--- config.mk ---
export PLATFORM = sky130hd
export DESIGN_NAME = brfwm_status
export DESIGN_NICKNAME = d
export VERILOG_FILES = /design/src/hw/rtl/brfwm_pkg.sv /design/src/hw/rtl/brfwm_status.sv
export SDC_FILE = /design/constraint.sdc
export NUM_CORES = 1
export LEC_CHECK = 0
export BUFFER_PORTS_ARGS = -buffer_cell sky130_fd_sc_hd__buf_2
export CORE_UTILIZATION = 55
export DETAILED_ROUTE_END_ITERATION = 7
export PLACE_DENSITY = 0.86
export SYNTH_ARGS = -nofsm -noshare
export SYNTH_HDL_FRONTEND = slang
export SYNTH_SLANG_ARGS = --single-unit
--- constraint.sdc ---
create_clock -name vclk -period 14.43
set_clock_uncertainty 0.1 [all_clocks]
set_input_delay 2.1645 -clock vclk [all_inputs]
set_output_delay 2.1645 -clock vclk [all_outputs]
set_load 0.01 [all_outputs]
--- src/hw/rtl/brfwm_pkg.sv ---
// brfwm_pkg: widths, request and level codes, register map and shared types
// for the byte ring fifo with watermarks
// depends on nothing; imported by every other file of the block
package brfwm_pkg;

    localparam int DEPTH_LOG2 = 10;
    localparam int DEPTH      = 1 << DEPTH_LOG2;
    localparam int PTR_W      = DEPTH_LOG2 + 1;
    localparam int CNT_W      = DEPTH_LOG2 + 1;
    localparam int OFS_W      = DEPTH_LOG2;
    localparam int SIZE_W     = 4;
    localparam int BYTE_W     = 8;
    localparam int REQ_W      = 2;
    localparam int LVL_W      = 2;
    localparam int MIN_LOG2   = 3;

    // apb register map
    localparam int APB_DW    = 32;
    localparam int APB_AW    = 3;
    localparam int REG_IDX_W = APB_AW - 2;
    localparam logic [REG_IDX_W-1:0] REG_SIZE_LOG2 = '0;

    // request codes
    localparam logic [REQ_W-1:0] REQ_WRITE = 2'd0;
    localparam logic [REQ_W-1:0] REQ_READ  = 2'd1;
    localparam logic [REQ_W-1:0] REQ_CLEAR = 2'd2;

    // watermark levels
    localparam logic [LVL_W-1:0] LVL_LOW  = 2'd0;
    localparam logic [LVL_W-1:0] LVL_HALF = 2'd1;
    localparam logic [LVL_W-1:0] LVL_3Q   = 2'd2;
    localparam logic [LVL_W-1:0] LVL_FULL = 2'd3;

    localparam logic [SIZE_W-1:0] SIZE_LOG2_RESET = SIZE_W'(DEPTH_LOG2);

    typedef struct packed {
        logic [CNT_W-1:0] fill_count;
        logic [CNT_W-1:0] free_count;
        logic [OFS_W-1:0] wr_offset;
        logic [CNT_W-1:0] wr_span;
        logic [OFS_W-1:0] rd_offset;
        logic [CNT_W-1:0] rd_span;
        logic [LVL_W-1:0] level;
    } status_t;

    typedef struct packed {
        logic    rd_ok;
        logic    accepted;
        logic    watermark_event;
        status_t st;
    } stage_t;

    // clamp the programmed size to the supported range
    function automatic logic [SIZE_W-1:0] cap_log2(input logic [SIZE_W-1:0] s);
        logic [SIZE_W-1:0] r;
        r = s;
        if (s < SIZE_W'(MIN_LOG2))
            r = SIZE_W'(MIN_LOG2);
        else if (s > SIZE_W'(DEPTH_LOG2))
            r = SIZE_W'(DEPTH_LOG2);
        return r;
    endfunction

endpackage

--- src/hw/rtl/brfwm_status.sv ---
// brfwm_status: fill, free, span, offset and watermark level from the pointers
// depends on brfwm_pkg
module brfwm_status (
    input  logic [brfwm_pkg::PTR_W-1:0] wp,
    input  logic [brfwm_pkg::PTR_W-1:0] rp,
    input  logic [brfwm_pkg::CNT_W-1:0] size,
    input  logic [brfwm_pkg::OFS_W-1:0] mask,
    output brfwm_pkg::status_t          st
);
    import brfwm_pkg::*;

    logic [CNT_W-1:0] fill;
    logic [CNT_W-1:0] left;
    logic [OFS_W-1:0] wo;
    logic [OFS_W-1:0] ro;
    logic [CNT_W-1:0] wo_x;
    logic [CNT_W-1:0] ro_x;

    assign fill = CNT_W'(wp - rp);
    assign left = size - fill;
    assign wo   = wp[OFS_W-1:0] & mask;
    assign ro   = rp[OFS_W-1:0] & mask;
    assign wo_x = {1'b0, wo};
    assign ro_x = {1'b0, ro};

    always_comb
    begin
        st            = '0;
        st.fill_count = fill;
        st.free_count = left;
        st.wr_offset  = wo;
        st.rd_offset  = ro;

        if (wo > ro)
        begin
            st.wr_span = size - wo_x;
            st.rd_span = wo_x - ro_x;
        end
        else if (wo < ro)
        begin
            st.wr_span = ro_x - wo_x;
            st.rd_span = size - ro_x;
        end
        else if (fill == '0)
        begin
            // empty: free run to the end of the store
            st.wr_span = size - wo_x;
            st.rd_span = '0;
        end
        else
        begin
            // full: held run to the end of the store
            st.wr_span = '0;
            st.rd_span = size - ro_x;
        end

        if (left == '0)
            st.level = LVL_FULL;
        else if (left <= (size >> 2))
            st.level = LVL_3Q;
        else if (left <= (size >> 1))
            st.level = LVL_HALF;
        else
            st.level = LVL_LOW;
    end

endmodule

==> results of run 1 <==
## logic make-up (layout without fill, tap and decap cells)
logic type,after synthesis,count (layout),share of synthesized area
compound gates,146,146,0.280
xor+xnor,51,51,0.137
simple gates,114,114,0.170
buf+inv,76,175,0.0860
fa+ha+maj,85,85,0.327
## stage by stage
| step | instances | hold slack (ps) | power, mW | instance area [sq um] |
|---|---|---|---|---|
| finish | 646 | 4610 | 0.332 | 3970 |
| detailed placement | 646 | 4610 | 0.327 | 3970 |
| global route | 646 | 4640 | 0.366 | 3970 |
| global placement | 646 | 4600 | 0.314 | 3970 |
| floorplan | 472 | 4360 | 0.231 | 3380 |
| CTS | 646 | 4610 | 0.329 | 3970 |
## layout make-up
type                       instances  area (sq um)  share of cell area
inverter                          66           248              0.0624
multi-input combinational        396          3090               0.777
tap                               75          93.8              0.0236
timing repair buffer             109           546               0.137
## synthesized netlist by cell type (all sizes together), types with 8 or more instances
| cell | n | area, sq um |
|---|---|---|
| nor3 | 13 | 70.1 |
| nand2 | 40 | 150 |
| o22ai | 14 | 87.6 |
| a21oi | 44 | 220 |
| ha | 77 | 963 |
| inv | 66 | 248 |
| nor2 | 9 | 33.8 |
| xor2 | 17 | 149 |
| xnor2 | 34 | 313 |
| nand3 | 13 | 65.1 |
| nand2b | 8 | 50.1 |
| o21ai | 23 | 119 |
| a21o | 25 | 189 |
| nor2b | 10 | 62.6 |
## worst min path at each step
stage	from	to	slack [ps]	cells past startpoint
finish	mask[9]	st[43]	4610	4
global route	mask[8]	st[42]	4640	4
CTS	mask[9]	st[43]	4610	4
detailed placement	mask[9]	st[43]	4610	4
global placement	mask[9]	st[43]	4600	4
floorplan	wp[0]	st[34]	4360	2
## cells in the final DEF (no fill, tap or decap), drive strengths merged, types with 2 or more instances in the layout
master and n:
and3 4, nand2 40, inv 66, nor3 13, fa 6, buf 109, xnor2 34, xor2 17
a21oi 44, nor2 9, o22ai 14, a21o 25, a31oi 7, nand4 2, and2 3, o21ai 23
ha 77, nand3 13, a211o 2, maj3 2, o21bai 7, or2 3, a21boi 3, nor2b 10
nor4 3, nand2b 8, o31ai 3, or3 2, o21a 4
## layer usage
layer	vias to the layer above	GRT usage	share of wire
met5	-	0	0
met4	0	0.100	0.031
met3	31	0.00682	0.064
met2	181	0.518	0.46
met1	1715	0.377	0.44
li1	1868	-	-
## critical path: stages
cell and delay (ps):
buf_2 100, inv_1 50, ha_1 170, inv_1 60
fa_1 410, nand3_1 130, a21oi_1 80, o21ai_0 260
a21boi_0 160, or2_2 330, ha_1 350, nand2_1 110
a21oi_1 50, a221oi_1 490, xnor2_1 270, ha_1 320
nand3_1 100, a21oi_1 70, a211o_1 280, a21oi_1 140
o22ai_1 90, a21oi_1 120, buf_2 140
## power breakdown
part	internal, mW	leakage (nW)	switching (mW)
Combinational	0.142	2.25	0.190
Sequential	0	0	0
Clock	0	0	0
==> flow_summary.ini, run 1 <==
[status]
status = finished, final reports clean

[finish]
seq_cell_count = 0
drive_above_1_share = 0.217
ff_latch_area_sq_um = 0
antenna_cells = 0
finish.utilization = 0.671
layout.nets = 699
nFillCells = 567
clock_buffers = 0
area_growth_pct = 17.7

[drt]
route.detailed.drc = 0
routed_wl_microns = 9570
wl_per_cell_microns = 14.8
dr_total_vias = 3795
first_pass_iters = 5
vias_per_cell = 5.87
ant_nets = 0
drt_iter0_markers = 181

[yosys]
synth_nets = 598
syn_avg_cell_area_sq_um = 7.15
yosysSeqAreaShare = 0
synth-warning-count = 0
syn_inst = 472
syn_area_sq_um = 3380
ys_types = 57

[global_route]
grt_use_total = 0.293
grt_first_pass_wirelength_microns = 15300
grt_antenna_before_repair = 0
gr-total-overflow = 0
grt_pass1_vias = 3458
grt_max_degree = 17

[setup_path]
path_class = input port to primary output
worstSetupStartpoint = wp[0]
critPathArrivalTime_ps = 6450
setup.worst_path.end_class = primary output
crit_required_ps = 12170
start_kind = input port
crit_path_end = st[0]
crit_path_max_fanout = 5

[placement]
place_ws_ps = 5780
dp_hpwl_microns = 8410
gp_congestion = 1.00
io_buffers = 109

[timing]
min_period_over_period = 0.604
hold_violations = 0
setup_tns_ps = 0
slew_headroom = 0.388
worstMarginPinSlew_ps = 908
period_minus_slack_ps = 8710
setup_ws_ps = 5720
finalSetupViolCount = 0
rsz0062_at_grt = false
maxSlewViolCount = 0
max_freq_ghz = 0.115

[floorplan]
dieArea_sq_um = 6460
core_area_sq_um = 5920
num_rows = 28
die_h_microns = 80.3
die_w_microns = 80.3
ios = 109
initial_core_util = 0.570

[clocking]
cts_setup_buffers = 0
hold_buffers = 0
ctsResizeCount = 0

[flow_run]
cap_violations = 0

[power]
p_leak_nw = 2.25
ir_drop_mv = 0.0548
p_per_area_nw_per_um2 = 83.7

[worst_hold_path]
hp-class = input port to primary output
Note: power is estimated with default switching activity, not from simulation.
==> run 2: changes to the inputs <==
Settings changed: ABC_AREA set to 1, PLACE_DENSITY 0.86 to 0.85.
Clock period 14.43 ns to 8.6 ns, I/O delays scaled along.
==> run 2 against run 1 <==
Critical path depth rose by 2. Sequential share of layout area is the same. Worst hold slack got worse by 1700 ps. Routed wire length rose by 11%. Combinational power grew 67%. Power rose by 66%. First-iteration DRC count down 12%. Synthesized area up 7.2%. Highest routed layer unchanged.
==> flow_summary.ini, run 2 <==
[yosys]
synthTopCellsByArea = ha_1 (27%), nand2_1 (17%), inv_1 (11%)
syn_area_sq_um = 3620
yosys.area.top_type = ha_1
syn_avg_cell_area_sq_um = 6.03
ys_types = 40
synth_common_cells = nand2_1 (164), inv_1 (106), ha_1 (77), a21oi_1 (50), nand3_1 (34)
syn_inst = 600
yosysSeqAreaShare = 0
synth_top_area_share = 0.266
synthMostInstantiatedCell = nand2_1
synth_nets = 726
synth-warning-count = 0

[drt]
dr_total_vias = 4300
vias_per_cell = 5.56
routed_wl_microns = 10700
drt_iter0_markers = 160
ant_nets = 0
first_pass_iters = 5
wl_per_cell_microns = 13.8
route.detailed.drc = 0

[setup_path]
critPathArrivalTime_ps = 4890
start_kind = input port
crit_required_ps = 7210
setup.worst_path.end_class = primary output
cpMostUsedCell = nand2_1
path_class = input port to primary output
crit_path_max_fanout = 4
worst_path_max_delay_cell = fa_1
critPathMaxStageDelay_ps = 460

[placement]
io_buffers = 109
placed_cell_area_sq_um = 4200
gp_congestion = 0.935
dp_hpwl_microns = 9360

[global_route]
grt_first_pass_wirelength_microns = 17500
grt_use_total = 0.300
gr-total-overflow = 0
grt_max_degree = 15
grt_pass1_vias = 4094
grt_antenna_before_repair = 0

[floorplan]
initial_core_util = 0.570
ios = 109
die_w_microns = 83.1
dieArea_sq_um = 6910
core_area_sq_um = 6350
die_h_microns = 83.1
num_rows = 29

[finish]
ff_latch_area_sq_um = 0
drive_above_1_share = 0.171
final_common_cell = nand2_1
area_growth_pct = 16.0
nFillCells = 596
seq_cell_count = 0
final_area_sq_um = 4200
clock_buffers = 0
layout.nets = 825
layout_common_cells = nand2_1 (164), buf_2 (109), inv_1 (106), ha_1 (77), a21oi_1 (50)
antenna_cells = 0

[power]
p_leak_nw = 2.63
ir_drop_mv = 0.137
p_per_area_nw_per_um2 = 132

[timing]
finalSetupViolCount = 0
slew_headroom = 0.552
setup_tns_ps = 0
worstMarginPinSlew_ps = 672
hold_violations = 0
min_period_over_period = 0.730
period_minus_slack_ps = 6280
rsz0062_at_grt = false
max_freq_ghz = 0.159
maxSlewViolCount = 0

[worst_hold_path]
hp-class = input port to primary output

[flow_run]
cap_violations = 0

[clocking]
ctsResizeCount = 0
cts_setup_buffers = 0
hold_buffers = 0

[status]
status = finished, final reports clean
run 2: cell count changes in the layout (fill, tap and decap cells not counted), sizes merged, moves of 12 or more:
cell   before  now
o22ai      14    0
nor2        9   29
xor2       17   29
nand2      40  165
inv        66  107
nand3      13   34
a21o       25    4
xnor2      34   17
run 2: routing by layer:
| metal | vias to the layer above | global-route usage | wire length (microns) |
|---|---|---|---|
| li1 | 2146 | - | - |
| met1 | 1923 | 0.355 | 4420 |
| met4 | 0 | 0.125 | 462 |
| met5 | - | 0 | 0 |
| met2 | 194 | 0.559 | 5180 |
| met3 | 37 | 0.0129 | 584 |
run 2: through the flow:
step | cells | hold slack [ps] | total power, mW | util | setup slack, ps
final | 774 | 2870 | 0.553 | 0.661 | 2320
after global routing | 774 | 2900 | 0.617 | 0.661 | 2050
after CTS | 774 | 2870 | 0.547 | 0.661 | 2370
after detailed placement | 774 | 2870 | 0.544 | 0.661 | 2370
after global placement | 774 | 2860 | 0.532 | 0.661 | 2590
after floorplan | 600 | 2620 | 0.387 | - | 2780
run 2: critical path: cells and delay by family:
family                   cells  cell delay, ps
AO/OA/AOI/OAI                3             460
XOR/XNOR                     2             370
adder cells (fa/ha/maj)      4            1200
buffers and inverters        6             570
AND/OR/NAND/NOR             10            1000
run 2: report_power, final:
group / switching (mW) / total [mW] / internal, mW
clock network: 0 / 0 / 0
registers: 0 / 0 / 0
logic: 0.335 / 0.553 / 0.218
total: 0.335 / 0.553 / 0.218
run 2: worst paths after layout:
path	startpoint	endpoint	slack (ps)	cells after the start
max	wp[0]	st[0]	2320	25
min	wp[0]	st[34]	2870	4
run 2: cell type report:
| type | instances | area [sq um] | area share |
|---|---|---|---|
| tap | 77 | 96.3 | 0.0230 |
| multi-input combinational | 481 | 3150 | 0.751 |
| inverter | 107 | 402 | 0.0957 |
| timing repair buffer | 109 | 546 | 0.130 |
run 2: cell families (layout without fill, tap and decap cells):
kind of cell | Yosys count | after routing | synth area share
AOI/OAI and AO/OA | 94 | 94 | 0.155
and+or+nand+nor | 258 | 258 | 0.303
adders and majority gates | 83 | 83 | 0.299
buffers and inverters | 119 | 216 | 0.129
xor gates and xnor gates | 46 | 46 | 0.113
